==> src/rtl/dcc_pkg.sv <==
`timescale 1ns / 1ps
// ----------------------------------------------------------------------------
// dcc_pkg
// Shared constants, types and helpers for the dominant channel colorizer.
// ----------------------------------------------------------------------------
package dcc_pkg;

  localparam int MAX_WIDTH  = 2048;
  localparam int COL_W      = $clog2(MAX_WIDTH);
  localparam int WIDTH_W    = 12;
  localparam int ALPHA_W    = 9;
  localparam int CH_W       = 8;
  localparam int PIX_W      = 3 * CH_W;
  localparam int FACTOR_W   = ALPHA_W + 1;

  localparam int QDEPTH     = 4;
  localparam int QPTR_W     = $clog2(QDEPTH);
  localparam int QCNT_W     = $clog2(QDEPTH + 1);

  localparam int CFG_IDX_W  = 1;
  localparam int CFG_DATA_W = 12;

  localparam logic [ALPHA_W-1:0] ALPHA_ONE   = ALPHA_W'(256);
  localparam logic [WIDTH_W-1:0] WIDTH_RESET = WIDTH_W'(640);
  localparam logic [CH_W-1:0]    SAT_MAX     = CH_W'(255);

  typedef enum logic [CFG_IDX_W-1:0] {
    REG_ALPHA = 1'b0,
    REG_WIDTH = 1'b1
  } cfg_reg_t;

  typedef struct packed {
    logic [CH_W-1:0] r;
    logic [CH_W-1:0] g;
    logic [CH_W-1:0] b;
  } pix_t;

  typedef enum logic [1:0] {
    WIN_RED,
    WIN_GREEN,
    WIN_BLUE
  } win_t;

  typedef struct packed {
    pix_t pix;
    win_t win;
    logic border;
  } item_t;

  typedef struct packed {
    logic              head_valid;
    logic [QCNT_W-1:0] count;
  } q_status_t;

endpackage

==> src/rtl/dcc_back.sv <==
`timescale 1ns / 1ps
// ----------------------------------------------------------------------------
// dcc_back
// Scales each channel by 1+alpha or 1-alpha, saturates, zeroes border pixels,
// and holds the result in the output register.
// ----------------------------------------------------------------------------
module dcc_back
  import dcc_pkg::*;
(
  input  logic               clk,
  input  logic               rst_n,
  input  logic [ALPHA_W-1:0] alpha,
  input  q_status_t          q_stat,
  input  item_t              head_item,
  output logic               pop,
  output logic               out_valid,
  input  logic               out_ready,
  output pix_t               out_pix,
  output logic               out_border
);

  logic [ALPHA_W-1:0]  alpha_eff;
  logic [FACTOR_W-1:0] f_hi, f_lo;
  logic [FACTOR_W-1:0] f_r, f_g, f_b;
  pix_t                scaled;
  logic                out_valid_r, out_valid_nxt;
  pix_t                out_pix_r;
  logic                out_border_r;

  function automatic logic [CH_W-1:0] scale_sat(
    input logic [CH_W-1:0]     v,
    input logic [FACTOR_W-1:0] f
  );
    logic [CH_W+FACTOR_W-1:0] prod;
    logic [FACTOR_W-1:0]      shifted;
    prod    = (CH_W + FACTOR_W)'(v) * (CH_W + FACTOR_W)'(f);
    shifted = prod[CH_W+FACTOR_W-1:CH_W];
    return (shifted < FACTOR_W'(SAT_MAX)) ? shifted[CH_W-1:0] : SAT_MAX;
  endfunction

  assign pop = q_stat.head_valid && (!out_valid_r || out_ready);

  always_comb begin
    alpha_eff = (alpha > ALPHA_ONE) ? ALPHA_ONE : alpha;
    f_hi      = FACTOR_W'(ALPHA_ONE) + FACTOR_W'(alpha_eff);
    f_lo      = FACTOR_W'(ALPHA_ONE) - FACTOR_W'(alpha_eff);
    f_r = f_lo;
    f_g = f_lo;
    f_b = f_lo;
    unique case (head_item.win)
      WIN_RED:   f_r = f_hi;
      WIN_GREEN: f_g = f_hi;
      WIN_BLUE:  f_b = f_hi;
      default:   f_b = f_hi;
    endcase
    if (head_item.border) begin
      scaled = '0;
    end else begin
      scaled.r = scale_sat(head_item.pix.r, f_r);
      scaled.g = scale_sat(head_item.pix.g, f_g);
      scaled.b = scale_sat(head_item.pix.b, f_b);
    end
    out_valid_nxt = pop || (out_valid_r && !out_ready);
  end

  always_ff @(posedge clk) begin
    if (!rst_n) begin
      out_valid_r <= 1'b0;
    end else begin
      out_valid_r <= out_valid_nxt;
    end
  end

  always_ff @(posedge clk) begin
    if (pop) begin
      out_pix_r    <= scaled;
      out_border_r <= head_item.border;
    end
  end

  assign out_valid  = out_valid_r;
  assign out_pix    = out_pix_r;
  assign out_border = out_border_r;

endmodule

==> config.mk <==
export PLATFORM = sky130hd
export DESIGN_NAME = dcc_back
export DESIGN_NICKNAME = d
export VERILOG_FILES = /design/src/rtl/dcc_pkg.sv /design/src/rtl/dcc_back.sv
export SDC_FILE = /design/constraint.sdc
export NUM_CORES = 1
export LEC_CHECK = 0
export ABC_AREA = 1
export BUFFER_PORTS_ARGS = -buffer_cell sky130_fd_sc_hd__buf_4
export CAP_MARGIN = 20
export CORE_MARGIN = 2
export CORE_UTILIZATION = 60
export CTS_CLUSTER_SIZE = 25
export DETAILED_ROUTE_END_ITERATION = 10
export PLACE_DENSITY = 0.76
export SLEW_MARGIN = 20
export SYNTH_ARGS = -nofsm -noshare
export SYNTH_HDL_FRONTEND = slang
export SYNTH_SLANG_ARGS = --single-unit
export TNS_END_PERCENT = 1
==> constraint.sdc <==
create_clock -name clk -period 8.3 [get_ports clk]
set_clock_uncertainty 0.1 [all_clocks]
set_input_delay 0.415 -clock clk [delete_from_list [all_inputs] [get_ports clk]]
set_output_delay 0.415 -clock clk [all_outputs]
set_load 0.1 [all_outputs]
Word-level counts from Yosys, hierarchy flattened
Index checks and enable logic that the tools add are counted.
W data, S select, Z words.

storage, ports and cells
  register bits after elaboration = 26
  input port bits = 43
  output and inout port bits = 27
  logic and storage cells = 30

cells by class
  add/sub/neg operators = 2
  $mul = 3
  order comparisons = 4
  equal/unequal tests = 1
  multiplexer cells = 7
  reduce and logical (&&, ||, !) cells = 8

operators with widths
  cell                    count
  $mul A8 B10 Y18         3
  $lt A10 B8 Y1 const B   3
  $mux W10                3
  $mux W8                 3
  $add A9 B9 Y10 const A  1
  $sub A9 B9 Y10 const A  1
  $gt A9 B9 Y1 const B    1
  $mux W9                 1
  $eq A2 B1 Y1 const B    1
  $logic_and A1 B1 Y1     2
  $logic_not A1 Y1        2
  $logic_not A2 Y1        1
  $logic_or A1 B1 Y1      2
  $reduce_or A2 Y1        1

Depth between registers and ports, before layout
  depth after elaboration = 7
  depth in mapped cells = 38
  depth with buffers taken out = 36

Least setup slack after synthesis
Ideal clock, no wire load.

  path type = in2reg
  start = input alpha[0]
  end = register out_pix_r, in the netlist out_pix[16] (data pin)
  setup time = 0.249 ns
  arrival time = 5.794 ns
  data required time = 7.951 ns
  setup slack = 2.157 ns
  stages = 35
  path buffers = 2
  path through = buf_6 -> nor2_1 -> nand2_1 -> o21ai_4 -> nand2_4 -> buf_4 -> ha_1 -> nand2_1 -> nor2_1 -> nand2_1 -> o21bai_1 -> nand2_1 -> inv_1 -> nand2_1 -> o21ai_0 -> inv_1 -> nor2_1 -> fa_1 -> fa_1 -> fa_1 -> inv_1 -> fa_1 -> inv_1 -> ha_1 -> a21oi_1 -> a21boi_0 -> o21ai_0 -> a31oi_1 -> nand3_1 -> nand2_1 -> nor2_1 -> nand2_1 -> nand3_1 -> nand2_1 -> inv_1

between the ends
  longest elaborated chain between the ends = 7
  elaborated cells on any way between the ends = 8
  classes of those cells = add/sub (2); mul (1); order compare (2); mux (3)

RTL lines
  item                                                     line                            source
  start: declaration                                       dcc_back.sv:12                  input logic [ALPHA_W-1:0] alpha,
  $gt A9 B9 Y1                                             dcc_back.sv:44                  alpha_eff = (alpha > ALPHA_ONE) ? ALPHA_ONE : alpha;
  $mux W9 *                                                dcc_back.sv:44
  $sub A9 B9 Y10 / $add A9 B9 Y10 (equally long branches)  dcc_back.sv:46, dcc_back.sv:45
  $mux W10 *                                               dcc_back.sv:50                  unique case (head_item.win)
  $mul A8 B10 Y18 *                                        dcc_back.sv:36                  prod = (CH_W + FACTOR_W)'(v) * (CH_W + FACTOR_W)'(f);
  $lt A10 B8 Y1                                            dcc_back.sv:38                  return (shifted < FACTOR_W'(SAT_MAX)) ? shifted[CH_W-1:0] : SAT_MAX;
  $mux W8 *                                                dcc_back.sv:38
  end signal: assignment                                   dcc_back.sv:76                  out_pix_r <= scaled;
  end: declaration                                         dcc_back.sv:27                  pix_t out_pix_r;

Mark *: on every way between the ends. The rest lies on a longest branch, timed or not.
A chain may end at the register's enable or synchronous reset.

Final worst setup path
  start = input alpha[0]
  end = register out_pix_r, in the netlist out_pix[18] (data pin)

The elaborated chain is that of the path after synthesis.

==> results.md <==
- Max_cap viols: 0
- Top cell by count, worst path: nand2_1
- Worst Hold Launch: head_item[0]
- CP endpoint kind: flip-flop
- Port bufs: 66
- RSZ-0062 raised after global routing: false
- Top_reg_cell synth: edfxtp_1
- Worst-path maximum fanout: 19
- Post-CTS Setup Bufs: 0
- Initial Util: 60.8%
- Sequential area share after synthesis: 8.40%
- Worst Hold Endpoint: out_border
- Synth area leaders: fa_1 (31%), ha_1 (14%), inv_1 (10%)
- Antenna-violating nets left: 0
- Worst hold stages: 1
- GRT Total Usage: 29.5%
- Io pins: 70
- Synth top cells by count: inv_1 (256), nand2_1 (249), nor2_1 (233)
- Worst EP arrival: 6.89 ns
- Status: complete, no violations
- Setup-failing EPs final: 0
- Routability Congestion: 0.955
- Most common cell in the netlist: inv_1
- Num Clock Sinks: 26
- Rel. slew slack: 50.1%
- Worst path required time: 8.23 ns
- Htree depth: 1
- Routed WL: 22300 µm
- Yosys reg bits: 26
- Initial antenna violation count: 0
- Setup TNS: 0 ns
- Die X-Extent: 128 µm
- Post-synthesis cell area: 9170 µm²
- Worst Hold Class: primary input to flip-flop
- DIE HEIGHT: 128 µm
- DRT Pass-1 Iters: 5
- Worst reg2reg path depth: 2
- Inserted Clock Buffers: 3
- Total number of vias: 8164
- Final number of max-transition violations: 0
- GRT overflow: 0
- Cells resized by post-CTS repair: 0
- Post-synth ARST share: 0%
- CTS tree: yes
- Netlist cell types: 41
- Vias per cell: 5.42
- Peak VDD IR: 331 µV
- Post-route DRC: 0
- Mapped Cells: 1253
- Top-area cell type share of the netlist area: 30.8%
- 1st-iter DRT viols: 621
- FF-to-FF End: out_pix[13]
- Maximum clock frequency: 144 MHz
- Root Driver: clkbuf_16
- Core area: 15100 µm²
- Worst Tran Pin Value: 0.741 ns
- Power per cell area: 367 nW/µm²
- Ant. Diodes: 0
- Crit Path Category: primary input to flip-flop
- First-pass GRT wire length: 39000 µm
- Period Utilization, post-route: 83.8%
- Mapped Avg Cell Area: 7.32 µm²
- Clk buf depth: 2
- Area delta synth->final: 8.52%
- Tmin final: 6.95 ns
- Max incr delay on CP: 0.56 ns
- Clk slew on worst S/H paths: 0.07 ns
- Leading area contributor after synthesis: fa_1
- DP Wirelength: 19000 µm
- Worst skew pair latency: 0.27 ns
- Layout cells sized above 1: 8.58%
- R2R setup slack: 7.05 ns
- Total power: 3.65 mW
- Largest net degree at the start of global routing: 27
- Crit start category: primary input
- Reg2Reg Launch Point: out_valid
- YS warnings: 0
- Critical-path top delay cell: fa_1
- Num rows: 45
- Hold-fix buffers, CTS: 0
- Total die area: 16300 µm²
- Nets: 1608
- Drt wl/cell: 14.8 µm
- Syn_nets: 1543
- Final hold vios: 0
- Leak Pwr: 5.70 nW
- Number of global-route vias before repair: 8444
- Number of synthesized flops with an enable pin: 25
through the flow:
stage	setup WS [ns]	instances	area (µm²)	hold WS, ns	util (%)
after floorplan	2.16	1253	9170	0.414	-
after global placement	1.28	1501	9850	0.397	65.3
after detailed placement	1.14	1501	9850	0.415	65.3
after CTS	1.42	1505	9960	0.271	66.0
after global routing	0.802	1505	9960	0.269	66.0
final	1.35	1505	9960	0.269	66.0
worst max path at each step:
stage,startpoint,to,cells after the start
detailed placement,alpha[0],out_pix[18],33
finish,alpha[0],out_pix[18],33
floorplan,alpha[0],out_pix[16],35
CTS,alpha[0],out_pix[18],33
global route,alpha[0],out_pix[18],34
global placement,alpha[0],out_pix[18],33
critical path, delay by kind of cell:
kind	cells	cell delay [ns]
adders and majority gates	6	2.66
and+or+nand+nor	15	1.64
AOI/OAI and AO/OA	6	1.50
buffers and inverters	6	0.66
area by class of cell:
type,count,area [µm²]
Inverter,267,1010
Sequential cell,26,771
Multi-Input combinational cell,953,7330
Tap cell,188,235
Fill cell,1402,5130
Timing Repair Buffer,67,503
Clock buffer,3,75.1
Clock inverter,1,30.0
cells by family (layout without fill, tap and decap cells):
family          after synthesis  after routing  share of synthesized area (%)
compound gates               96             96                           6.27
fa+ha+maj                   247            247                           45.2
simple gates                599            599                           27.3
xor+xnor                     11             11                           1.05
buf+inv                     274            338                           11.7
flops                        26             26                           8.40
state kept, by name, indices dropped and copies added, names as in the netlist:
signal	flops
out_border	1
out_valid	1
out_pix	24
per-layer routing:
metal / up-vias / GRT usage (%) / part of all wire (%)
li1: 3972 / - / -
met1: 3882 / 39.1 / 42
met2: 281 / 52.0 / 49
met3: 29 / 4.55 / 7.5
met4: 0 / 5.37 / 1.5
met5: - / 0 / 0
power by group:
part | switching (mW) | leakage, nW | internal, mW | total [mW]
Sequential | 0.0163 | 0.257 | 0.238 | 0.254
Clock | 0.0519 | 0.0511 | 0.0963 | 0.148
Combinational | 2.16 | 5.39 | 1.09 | 3.25
placed cells by master, fill, tap and decap left out, drive strengths merged, types with 2 or more instances in the layout:
cell type	instances
nand3b	10
clkbuf	3
xor2	7
ha	106
fa	141
nor3	9
nand4	8
o21bai	2
xnor2	4
clkinv	6
o21a	7
nor2	239
a211oi	2
nand2	267
nand3	52
a21boi	2
nor4	7
buf	67
a31oi	3
inv	261
o21ai	35
edfxtp	25
or2	6
a21oi	44
Power figures use the tool's default switching activity.
