--- src/rtl/dcc_pkg.sv ---
`timescale 1ns / 1ps
// ----------------------------------------------------------------------------
// dcc_pkg
// Shared constants, types and helpers for the dominant channel colorizer.
// ----------------------------------------------------------------------------
package dcc_pkg;

  localparam int MAX_WIDTH  = 2048;
  localparam int COL_W      = $clog2(MAX_WIDTH);
  localparam int WIDTH_W    = 12;
  localparam int ALPHA_W    = 9;
  localparam int CH_W       = 8;
  localparam int PIX_W      = 3 * CH_W;
  localparam int FACTOR_W   = ALPHA_W + 1;

  localparam int QDEPTH     = 4;
  localparam int QPTR_W     = $clog2(QDEPTH);
  localparam int QCNT_W     = $clog2(QDEPTH + 1);

  localparam int CFG_IDX_W  = 1;
  localparam int CFG_DATA_W = 12;

  localparam logic [ALPHA_W-1:0] ALPHA_ONE   = ALPHA_W'(256);
  localparam logic [WIDTH_W-1:0] WIDTH_RESET = WIDTH_W'(640);
  localparam logic [CH_W-1:0]    SAT_MAX     = CH_W'(255);

  typedef enum logic [CFG_IDX_W-1:0] {
    REG_ALPHA = 1'b0,
    REG_WIDTH = 1'b1
  } cfg_reg_t;

  typedef struct packed {
    logic [CH_W-1:0] r;
    logic [CH_W-1:0] g;
    logic [CH_W-1:0] b;
  } pix_t;

  typedef enum logic [1:0] {
    WIN_RED,
    WIN_GREEN,
    WIN_BLUE
  } win_t;

  typedef struct packed {
    pix_t pix;
    win_t win;
    logic border;
  } item_t;

  typedef struct packed {
    logic              head_valid;
    logic [QCNT_W-1:0] count;
  } q_status_t;

endpackage

--- src/rtl/dcc_queue.sv ---
`timescale 1ns / 1ps
// ----------------------------------------------------------------------------
// dcc_queue
// Small FIFO of classified pixels between the front and back ends.
// ----------------------------------------------------------------------------
module dcc_queue
  import dcc_pkg::*;
(
  input  logic      clk,
  input  logic      rst_n,
  input  logic      push,
  input  item_t     push_item,
  input  logic      pop,
  output item_t     head_item,
  output q_status_t status
);

  item_t             slots_r [QDEPTH];
  logic [QPTR_W-1:0] wr_ptr_r, wr_ptr_nxt;
  logic [QPTR_W-1:0] rd_ptr_r, rd_ptr_nxt;
  logic [QCNT_W-1:0] count_r, count_nxt;

  always_comb begin
    wr_ptr_nxt = push ? wr_ptr_r + QPTR_W'(1) : wr_ptr_r;
    rd_ptr_nxt = pop  ? rd_ptr_r + QPTR_W'(1) : rd_ptr_r;
    count_nxt  = count_r + QCNT_W'(push) - QCNT_W'(pop);
  end

  always_ff @(posedge clk) begin
    if (!rst_n) begin
      wr_ptr_r <= '0;
      rd_ptr_r <= '0;
      count_r  <= '0;
    end else begin
      wr_ptr_r <= wr_ptr_nxt;
      rd_ptr_r <= rd_ptr_nxt;
      count_r  <= count_nxt;
    end
  end

  always_ff @(posedge clk) begin
    if (push) begin
      slots_r[wr_ptr_r] <= push_item;
    end
  end

  assign head_item         = slots_r[rd_ptr_r];
  assign status.head_valid = (count_r != '0);
  assign status.count      = count_r;

endmodule

--- config.mk ---
export PLATFORM = sky130hd
export DESIGN_NAME = dcc_queue
export DESIGN_NICKNAME = d
export VERILOG_FILES = /design/src/rtl/dcc_pkg.sv /design/src/rtl/dcc_queue.sv
export SDC_FILE = /design/constraint.sdc
export NUM_CORES = 1
export LEC_CHECK = 0
export ABC_AREA = 1
export BUFFER_PORTS_ARGS = -buffer_cell sky130_fd_sc_hd__buf_2
export CAP_MARGIN = 10
export CORE_MARGIN = 2
export CORE_UTILIZATION = 40
export DETAILED_ROUTE_END_ITERATION = 10
export GPL_TIMING_DRIVEN = 0
export SYNTH_ARGS = -nofsm -noshare
export SYNTH_HDL_FRONTEND = slang
export SYNTH_SLANG_ARGS = --single-unit
--- constraint.sdc ---
create_clock -name clk -period 2.23 [get_ports clk]
set_clock_uncertainty 0.2 [all_clocks]
set_input_delay 0.223 -clock clk [delete_from_list [all_inputs] [get_ports clk]]
set_output_delay 0.223 -clock clk [all_outputs]
set_load 0.01 [all_outputs]
# Yosys cells after proc, flatten, opt, wreduce, memory -nomap -nowiden
# Memories as Yosys holds them, arrays and structs flattened. A register that Yosys moved wholly into a read port is not among the register bits.
# Index checks and enable logic that the tools add are counted.
[word_totals]
ff_bits = 7
ramBits = 108
inputBits = 31
output_inout_bits = 31
mem_count = 1
[op_classes]
addsub = 4
mux = 4
reduce_logical = 1
[memory_table]
columns = ["name", "words", "word_bits", "read_ports", "rd_clocked_by_memory_dff", "wr", "line", "rtl"]
rows = [
  ["slots_r", 4, 27, 1, 1, 1, "dcc_queue.sv:18", "item_t slots_r [QDEPTH];"],
]
[op_table]
columns = ["op", "n"]
rows = [
  ["$add A2 B1 Y2 const B", 2],
  ["$mux W2", 2],
  ["$add A3 B1 Y3", 1],
  ["$reduce_bool A3 Y1", 1],
  ["$sub A3 B1 Y3", 1],
  ["$mux W1", 2],
]

# Depth between registers and ports, before layout
# Gate-level depths: netlist of the first run.
[logic_depth]
word_depth = 3
depth_mapped = 8
mapped_depth_nobuf = 8

# Worst setup path after synthesis of the first run
# No wires, ideal clock.
[synth_timing]
kind = "flip-flop to flip-flop"
start = "reg count_r[0]"
end = "reg count_r[2]"
arrival_time_ns = 1.418
required_time_ns = 1.915
slack_ns = 0.497
path_stages_with_launch = 8
n_path_buf = 0
path_cell_list = "dfxtp_1 inv_1 ha_1 inv_1 ha_1 fa_1 a21oi_1 nor2_1"
[synth_between]
elab_chain_len = 2
[synth_lines]
columns = ["item", "line", "rtl"]
rows = [
  ["from (decl)", "dcc_queue.sv:21", "logic [QCNT_W-1:0] count_r, count_nxt;"],
  ["from (signal assigned)", "dcc_queue.sv:37", "count_r <= count_nxt;"],
  ["$add A3 B1 Y3", "dcc_queue.sv:26", "count_nxt = count_r + QCNT_W'(push) - QCNT_W'(pop);"],
  ["$sub A3 B1 Y3", "dcc_queue.sv:26", ""],
]
# No other way between the ends.
# A chain may end at the register's enable or synchronous reset.

==> summary.md, run 1 <==
| Metric | Value |
|---|---|
| Share of cells above drive strength 1 | `0.2596` |
| Yosys Warn Count | `0` |
| Critical path's slowest cell | `clkbuf_1` |
| Die area | `0.01283 mm²` |
| Crit. End Element | `primary output` |
| Main synth FF type | `edfxtp_1` |
| MaxCap Viol Count | `0` |
| Syn nets | `407` |
| Vias | `2987` |
| WHS | `0.2679 ns` |
| Sequential element share of the synthesized area | `0.7166` |
| Routed length per instance | `14.88 µm` |
| Max-slew violations | `0` |
| N_diodes | `0` |
| Chip width | `113.3 µm` |
| Fin. Hold Viols | `0` |
| Area contributors post-synth | `edfxtp_1 68%, inv_1 5.4%, o211ai_2 5.2%` |
| Max clock buf depth | `2` |
| Fmax | `472.4 MHz` |
| Max stage delay on crit path | `0.38 ns` |
| 1st-pass router iterations | `4` |
| Number of flops mapped to enable cells by yosys | `108` |
| Initial core utilization | `0.4148` |
| Num CTS Buffers | `17` |
| Async SR Flop Fraction | `0` |
| Crit path launch type | `register` |
| Utilization after layout | `0.5494` |
| Layout area overhead | `32.45%` |
| Layout Nets | `522` |
| Overflow after GRT | `0` |
| Outcome | `finished, final reports clean` |
| H-tree depth | `4` |
| CP arrival | `1.69 ns` |
| Area fraction of the dominant cell type after synthesis | `0.6789` |
| GRT Total Usage | `0.1586` |
| Critical-path maximum fanout | `10` |
| Most frequent cell after synthesis | `edfxtp_1` |
| DR DRC count | `0` |
| HPWL after DPL | `5854 µm` |
| Worst-path cell chain | `buf_6 -> clkbuf_1 -> o21ai_0 -> nand2_1 -> buf_2` |
| Largest net degree at the start of global routing | `28` |
| Die Y-Extent | `113.3 µm` |
| Vias in the first global route | `2934` |
| Initial antenna violation count | `0` |
| Root Driver | `clkbuf_16` |
| Synth Instances | `369` |
| Sink Count | `117` |
| Slew @ Worst Pin | `0.7121 ns` |
| Clock latency on the worst-skew pair | `0.40 ns` |
| Power Dens Cells | `966.2 mW/mm²` |
| Post-synth top area cell | `edfxtp_1` |
| RSZ-0062 raised after global routing | `yes` |
| Hold WC Path Type | `reg2reg` |
| Cell Area, Synth | `0.004777 mm²` |
| Drt first-iter violations | `189` |
| WS Path Type | `reg2out` |
| Routed vias/inst | `4.667` |
| Core area | `0.01152 mm²` |
| # rows | `39` |
| GP Congestion | `0.7303` |
| IO Count | `62` |
| Max-slew headroom | `0.5248` |
| Min cycle time layout | `2.117 ns` |
| Synthesis-stage register bit count | `117` |
| Setup violators final | `0` |
| Avg Synthesized Cell Area | `12.95 µm²` |
| Netlist cell types | `17` |
| Clock-pin slew on the worst setup and hold paths | `0.05 ns` |
| Period utilisation layout | `0.9492` |
| Post-Route WL | `9523 µm` |
| Port Buffers | `61` |
| First-pass GRT wire length | `15060 µm` |
| TritonCTS clock tree | `yes` |
| Routed Antenna Nets | `0` |
| # fillers | `963` |
| Synth top cells by count | `108 x edfxtp_1, 69 x inv_1, 64 x nand2_1, 33 x a21oi_1, 31 x o21ai_0` |
| Req. time, crit path | `1.81 ns` |
| Static leakage | `2.596 nW` |
| Peak VDD IR | `448.9 µV` |
per-stage QoR:
step | cells | worst slack [ns] | power, mW | setup TNS, ns | area, µm²
2_1_floorplan | 369 | 0.4969 | 2.909 | 0 | 4777
3_3_place_gp | 573 | 0.06671 | 3.129 | 0 | 5261
3_5_place_dp | 574 | 0.01803 | 3.156 | 0 | 5289
4_1_cts | 637 | 0.008893 | 6.152 | 0 | 6243
5_1_grt | 640 | -0.0001387 | 6.351 | -0.0001387 | 6327
6_report | 640 | 0.1133 | 6.114 | 0 | 6327
cell type report:
cell class	instances	area, µm²	share of cell area
Timing Repair Buffer	96	725.7	0.1147
Inverter	69	259.0	0.04093
Sequential cell	117	3423	0.5410
Buffer	18	123.9	0.01958
Clock buffer	20	436.7	0.06901
Tap cell	143	178.9	0.02828
Multi-Input combinational cell	165	972.2	0.1536
Clock inverter	12	207.7	0.03283
timing repair:
action,in CTS,in global routing
setup buffers,0,0
hold endpoints to repair,117,0
hold buffers,31,0
resized for setup,0,2
endpoints found under the setup margin,0,9
cells by family after synthesis:
family	count (synthesis)	share of synthesized area
DFF	117	0.7166
AOI/OAI and AO/OA	91	0.1304
buffers and inverters	87	0.07989
and+or+nand+nor	67	0.05317
adders and majority gates	7	0.01991
worst paths after layout:
path,depth (start not counted),slack (ns),endpoint,start
worst max-delay path,5,0.11,head_item[9],register
worst min-delay path,2,0.27,register,rd_ptr_r[1]
worst max register to register,5,0.32,slots_r[0][15],wr_ptr_r[0]
worst min register to register,2,0.27,register,rd_ptr_r[1]
placed cells by master (no fill, tap or decap), drive strengths merged:
master,Yosys,routed
dfxtp,9,9
fa,1,1
nand3,2,2
o21ai,31,31
clkinv,0,6
ha,6,6
a21oi,33,33
nand2,64,64
o211ai,27,27
edfxtp,108,108
nor2,1,1
inv,69,69
clkbuf,2,22
bufinv,0,6
buf,16,81
dlygate4sd3,0,31
where the power goes:
group / internal (mW) / switching, mW
sequential: 2.51 / 0.0317
combinational: 0.250 / 0.368
clock: 2.07 / 0.878
registers in the layout, summed over array words and instances, names as in the netlist, named ones only:
signal,cells
count_r,3
slots_r,108
rd_ptr_r,2
wr_ptr_r,2
per-layer routing:
metal	vias up	global-route usage	part of all wire
li1	1500	-	-
met1	1406	0.1983	0.46
met2	69	0.2551	0.48
met3	12	0.05570	0.047
met4	0	0.06016	0.012
met5	-	0	0
worst max-delay path, delay by kind of cell, from the launching register on:
family	cells	cell delay, ns
AND/OR/NAND/NOR	1	0.10
flip-flops	1	0.35
AO/OA/AOI/OAI	1	0.18
buffers and inverters	3	0.65
Note: power is estimated with default switching activity, not from simulation.
==> inputs of run 2 (changes only) <==
CAP_MARGIN = 20   (was 10)
CORE_ASPECT_RATIO = 0.9   (was not set)
PLACE_DENSITY_LB_ADDON = 0.1   (was not set)
==> run 2 against run 1 <==
Clock power is 3% lower. Combinational power hardly changed. First-iteration DRC count is 5.3% lower. Sequential share of layout area is 0.096 points higher. Flip-flop and latch count stayed put. Maximum frequency is 3.1% higher. Global-route usage is 0.37 points higher. Die area hardly changed. Largest cell class unchanged.
==> summary.md, run 2 (synthesis gave the netlist of run 1 again) <==
| Metric | Value |
|---|---|
| Outcome | `finished, final reports clean` |
| N_diodes | `0 (unchanged)` |
| Layout Nets | `521 (-0.19%)` |
| 1st-pass router iterations | `4 (unchanged)` |
| DR DRC count | `0 (unchanged)` |
| Static leakage | `2.587 nW (-0.35%)` |
| TritonCTS clock tree | `yes` |
| Sink Count | `117 (unchanged)` |
| Placed cell area | `0.005388 mm² (+1.9%)` |
| HPWL after DPL | `6113 µm (+4.4%)` |
| Routed Antenna Nets | `0 (unchanged)` |
| Die area | `0.01283 mm² (about the same)` |
| Port Buffers | `61 (unchanged)` |
| Setup_tns | `0 ns (unchanged)` |
| Initial antenna violation count | `0 (unchanged)` |
| Total chip power | `6.009 mW (-1.7%)` |
| Sequential cell area | `0.003423 mm² (unchanged)` |
| Vias in the first global route | `2928 (-0.20%)` |
| Placed cell count | `590 (+2.8%)` |
| Share of cells above drive strength 1 | `0.2621 (+0.002539)` |
| Setup violators final | `0 (unchanged)` |
| Non-Filler Instances | `652 (+1.9%)` |
| Final instance area | `0.006316 mm² (-0.18%)` |
| Post-Place Setup Slack | `0.2954 ns (+0.2774 ns)` |
| Fmax | `487.3 MHz (+3.1%)` |
| Slew @ Worst Pin | `0.7392 ns (+0.02714 ns)` |
| Drt first-iter violations | `179 (-5.3%)` |
| WS Path Type | `reg2out` |
| Crit path launch type | `register` |
| Overflow after GRT | `0 (unchanged)` |
| Clock latency on the worst-skew pair | `0.42 ns (+0.02 ns)` |
| Worst-path cell chain | `buf_6 -> buf_2 -> a21oi_1 -> o21ai_0 -> nand2_1 -> buf_2` |
| GRT Total Usage | `0.1623 (+0.003669)` |
| Hold WC Path Type | `reg2reg` |
| Max stage delay on crit path | `0.32 ns (-0.06 ns)` |
| Largest register by flop count | `slots_r` |
| Setup ws final | `0.1777 ns (+0.06444 ns)` |
| Largest regs | `slots_r: 108 flops, count_r: 3 flops` |
| Max-slew violations | `0 (unchanged)` |
| Most common cell after layout, fill and taps aside | `edfxtp_1` |
| CP arrival | `1.63 ns (-0.06 ns)` |
| Max FFs per register | `108 (unchanged)` |
| Min cycle time layout | `2.052 ns (-0.06444 ns)` |
| MaxCap Viol Count | `0 (unchanged)` |
| Most used cell, CP | `buf_2` |
| Multi-input gate area | `972.2 µm² (unchanged)` |
| RSZ-0062 raised after global routing | `no` |
| Chip width | `119.2 µm (+5.2%)` |
| Power Dens Cells | `951.3 mW/mm² (-1.5%)` |
| Max-slew headroom | `0.5066 (-0.01811)` |
| Root Driver | `clkbuf_16` |
| First-pass GRT wire length | `15090 µm (+0.19%)` |
| Post-Route WL | `9656 µm (+1.4%)` |
| Routed length per instance | `14.81 µm (-0.47%)` |
| H-tree depth | `4 (unchanged)` |
| Num CTS Buffers | `17 (unchanged)` |
| Layout area overhead | `32.22%` |
| Peak VDD IR | `594.9 µV (+33%)` |
| Fin. Hold Viols | `0 (unchanged)` |
| Crit. End Element | `primary output` |
| Vias | `3020 (+1.1%)` |
| Critical-path maximum fanout | `18 (+8)` |
| Most frequent cells in the layout | `108 x edfxtp_1, 72 x buf_2, 69 x inv_1, 64 x nand2_1, 33 x a21oi_1` |
| Die Y-Extent | `107.7 µm (-4.9%)` |
| # rows | `37 (-5.1%)` |
| Clock-pin slew on the worst setup and hold paths | `0.05 ns (about the same)` |
| Routed vias/inst | `4.632 (-0.76%)` |
| Core area | `0.01153 mm² (about the same)` |
| IO Count | `62 (unchanged)` |
| # fillers | `965 (+0.21%)` |
| Max clock buf depth | `2 (unchanged)` |
| Largest net degree at the start of global routing | `19 (-32%)` |
| Req. time, crit path | `1.81 ns (about the same)` |
| Period utilisation layout | `0.9203 (-0.02890)` |
| GP Congestion | `0.7270 (-0.45%)` |
| Initial core utilization | `0.4144 (about the same)` |
| Critical path's slowest cell | `dfxtp_1` |
## run 2: layer usage
metal | wire length [µm] | track usage | part of all wire | vias up
met5 | 0 | 0 | 0 | -
met4 | 104 | 0.05867 | 0.011 | 0
met3 | 371 | 0.05614 | 0.038 | 8
met2 | 4590 | 0.2615 | 0.48 | 61
met1 | 4590 | 0.2040 | 0.48 | 1450
li1 | - | - | - | 1501
## run 2: stage by stage
| step | hold slack, ns | utilization |
|---|---|---|
| 6_report | 0.2854 | 0.5479 |
| 5_1_grt | 0.3032 | 0.5479 |
| 4_1_cts | 0.2827 | 0.5481 |
| 3_5_place_dp | 0.2398 | 0.4674 |
| 3_3_place_gp | 0.2407 | 0.4578 |
| 2_1_floorplan | 0.1149 | - |
## run 2: what timing repair did
item | CTS | global route
endpoints found under the setup margin | 0 | 9
hold buffers | 31 | 0
hold endpoints to repair | 117 | 0
resized for setup | 0 | 2
buffers inserted | 0 | 0
## run 2: area by class of cell
class,count,share of cell area
Buffer,17,0.01902
Clock buffer,20,0.06914
Clock inverter,12,0.02912
Inverter,69,0.04101
Multi-Input combinational cell,165,0.1539
Sequential cell,117,0.5420
Tap cell,156,0.03090
Timing Repair Buffer,96,0.1149
## run 2: power by group
part | switching (mW) | internal, mW | leakage (nW) | total, mW
combinational | 0.367 | 0.250 | 1.21 | 0.617
clock | 0.889 | 1.96 | 0.309 | 2.85
sequential | 0.0302 | 2.51 | 1.07 | 2.54
total | 1.29 | 4.72 | 2.59 | 6.01
## run 2: path summary, 6_finish.rpt
kind          startpoint             end  slack, ns  cells past startpoint
max             register   head_item[12]       0.18                      6
min          rd_ptr_r[1]     rd_ptr_r[1]       0.29                      2
min reg2reg  rd_ptr_r[1]     rd_ptr_r[1]       0.29                      2
max reg2reg  wr_ptr_r[0]  slots_r[2][13]       0.33                      5
## run 2: critical path: cells and delay by family, from the launching register on
family	cells	cell delay (ns)
buffers and inverters	3	0.60
AO/OA/AOI/OAI	2	0.17
AND/OR/NAND/NOR	1	0.10
flip-flops	1	0.32
==> inputs of run 3 (changes only) <==
BUFFER_PORTS_ARGS = not set   (was -buffer_cell sky130_fd_sc_hd__buf_2)
DONT_BUFFER_PORTS = 1   (was not set)
==> run 3 against run 2 <==
Critical path depth is 2 lower. Combinational power decreased by 18%. Final cell count down 9.2%. Largest cell class unchanged. Critical endpoint is now head_item[24]. Non-clock buffer count is 60 lower. Critical path type unchanged. Clock-buffer cell count increased by 2.
==> summary.md, run 3 (synthesis gave the netlist of run 1 again) <==
| Metric | Value |
|---|---|
| Root Driver | `clkbuf_16` |
| Max stage delay on crit path | `0.40 ns (+0.08 ns)` |
| Total chip power | `5.895 mW (-1.9%)` |
| Max-slew headroom | `0.4498 (-0.05688)` |
| Power Dens Cells | `979.3 mW/mm² (+2.9%)` |
| IO Count | `62 (unchanged)` |
| Clock-pin slew on the worst setup and hold paths | `0.05 ns (about the same)` |
| Worst-path cell chain | `buf_6 -> clkbuf_1 -> o21ai_0 -> nand2_1` |
| GRT Total Usage | `0.1635 (+0.001238)` |
| Initial antenna violation count | `0 (unchanged)` |
| N_diodes | `0 (unchanged)` |
| Initial core utilization | `0.4144 (unchanged)` |
| HPWL after DPL | `6150 µm (+0.59%)` |
| Fmax | `496.1 MHz (+1.8%)` |
| First-pass GRT wire length | `15300 µm (+1.4%)` |
| Hold Crit Depth | `5 (+3)` |
| Sink Count | `117 (unchanged)` |
| Largest regs | `slots_r: 108 flops, count_r: 3 flops` |
| Layout area overhead | `26.01%` |
| H-tree depth | `4 (unchanged)` |
| Hold buffer count at cts | `31 (unchanged)` |
| Max FFs per register | `108 (unchanged)` |
| Post CTS Setup Buffer Count | `0 (unchanged)` |
| Crit path depth | `4 (-2)` |
| Peak VDD IR | `626.1 µV (+5.2%)` |
| Routed vias/inst | `4.667 (+0.76%)` |
| DR DRC count | `0 (unchanged)` |
| Max clock buf depth | `2 (unchanged)` |
| GP Congestion | `0.6974 (-4.1%)` |
| Die area | `0.01283 mm² (unchanged)` |
| Hold WC Path Type | `in2reg` |
| Slew @ Worst Pin | `0.8244 ns (+0.08523 ns)` |
| Share of cells above drive strength 1 | `0.1606 (-0.1015)` |
| Crit path launch type | `register` |
| Drt first-iter violations | `181 (+1.1%)` |
| # fillers | `980 (+1.6%)` |
| Routed Antenna Nets | `0 (unchanged)` |
| Chip width | `119.2 µm (unchanged)` |
| Post-Route WL | `9553 µm (-1.1%)` |
| RSZ-0062 raised after global routing | `no` |
| Setup violators final | `0 (unchanged)` |
| Die Y-Extent | `107.7 µm (unchanged)` |
| Multi-input gate area | `972.2 µm² (unchanged)` |
| Layout Nets | `461 (-12%)` |
| Min cycle time layout | `2.016 ns (-0.03635 ns)` |
| Utilization after layout | `0.5222 (-0.02572)` |
| Most common cell after layout, fill and taps aside | `edfxtp_1` |
| Outcome | `finished, final reports clean` |
| Period utilisation layout | `0.9040 (-0.01630)` |
| Critical path's slowest cell | `clkbuf_1` |
| Register-to-Register Path Depth | `4 (-1)` |
| # rows | `37 (unchanged)` |
| CP arrival | `1.59 ns (-0.04 ns)` |
| Static leakage | `2.345 nW (-9.3%)` |
| Largest register by flop count | `slots_r` |
| Port Buffers | `0 (-100%)` |
| Largest net degree at the start of global routing | `17 (-2)` |
| Overflow after GRT | `0 (unchanged)` |
| 1st-pass router iterations | `4 (unchanged)` |
| Routed length per instance | `16.14 µm (+9.0%)` |
| TritonCTS clock tree | `yes` |
| Most frequent cells in the layout | `108 x edfxtp_1, 69 x inv_1, 64 x nand2_1, 33 x a21oi_1` |
| WS Path Type | `reg2out` |
| WP buf/inv | `2 (-1)` |
| Max-slew violations | `0 (unchanged)` |
| Vias in the first global route | `2804 (-4.2%)` |
| Core area | `0.01153 mm² (unchanged)` |
| Crit-path leading delay family | `buffers and inverters` |
| Clock latency on the worst-skew pair | `0.40 ns (-0.02 ns)` |
| Sequential cell area | `0.003423 mm² (unchanged)` |
| Critical-path maximum fanout | `10 (-8)` |
| Num CTS Buffers | `17 (unchanged)` |
| Vias | `2763 (-8.5%)` |
| Req. time, crit path | `1.81 ns (about the same)` |
| PostCTS Resize Cnt | `0 (unchanged)` |
| Setup_tns | `0 ns (unchanged)` |
| MaxCap Viol Count | `0 (unchanged)` |
| Crit. End Element | `primary output` |
| Fin. Hold Viols | `0 (unchanged)` |
[run 3: metrics by stage]
| stage | setup slack, ns | hold slack (ns) | instance area (µm²) | std cells |
|---|---|---|---|---|
| 3_3_place_gp | 0.04174 | 0.1173 | 4972 | 525 |
| 3_5_place_dp | 0.3065 | 0.1220 | 5082 | 529 |
| 5_1_grt | 0.05258 | 0.1030 | 6020 | 592 |
| 6_report | 0.2141 | 0.08979 | 6020 | 592 |
| 2_1_floorplan | 0.4969 | 0.1149 | 4777 | 369 |
| 4_1_cts | 0.1554 | 0.08107 | 6020 | 592 |
[run 3: cell type report]
class | count | share of cell area
Sequential cell | 117 | 0.5687
Multi-Input combinational cell | 165 | 0.1615
Timing Repair Buffer | 35 | 0.06984
Tap cell | 156 | 0.03243
Buffer | 18 | 0.02037
Clock buffer | 22 | 0.07878
Clock inverter | 10 | 0.02536
Inverter | 69 | 0.04303
[run 3: path summary, 6_finish.rpt]
path               start  slack (ns)             end
min reg2reg  rd_ptr_r[1]        0.28        register
max             register        0.21   head_item[24]
max reg2reg  wr_ptr_r[0]        0.34  slots_r[3][13]
min                  pop        0.09      count_r[0]
[run 3: tightest hold or removal path, stage by stage]
cell	delay [ns]
ha_1	0.21
inv_1	0.05
ha_1	0.11
nand2_1	0.04
inv_1	0.04
[run 3: routing by layer]
layer	GRT usage	vias up	wire length [µm]
met3	0.06091	9	572
met4	0.06037	0	76
met2	0.2631	64	4617
met1	0.2025	1307	4287
met5	0	-	0
li1	-	1383	-
[run 3: where the power goes]
part	switching [mW]	internal (mW)	total, mW
registers	0.0390	2.51	2.55
logic	0.333	0.174	0.507
clock network	0.891	1.95	2.84
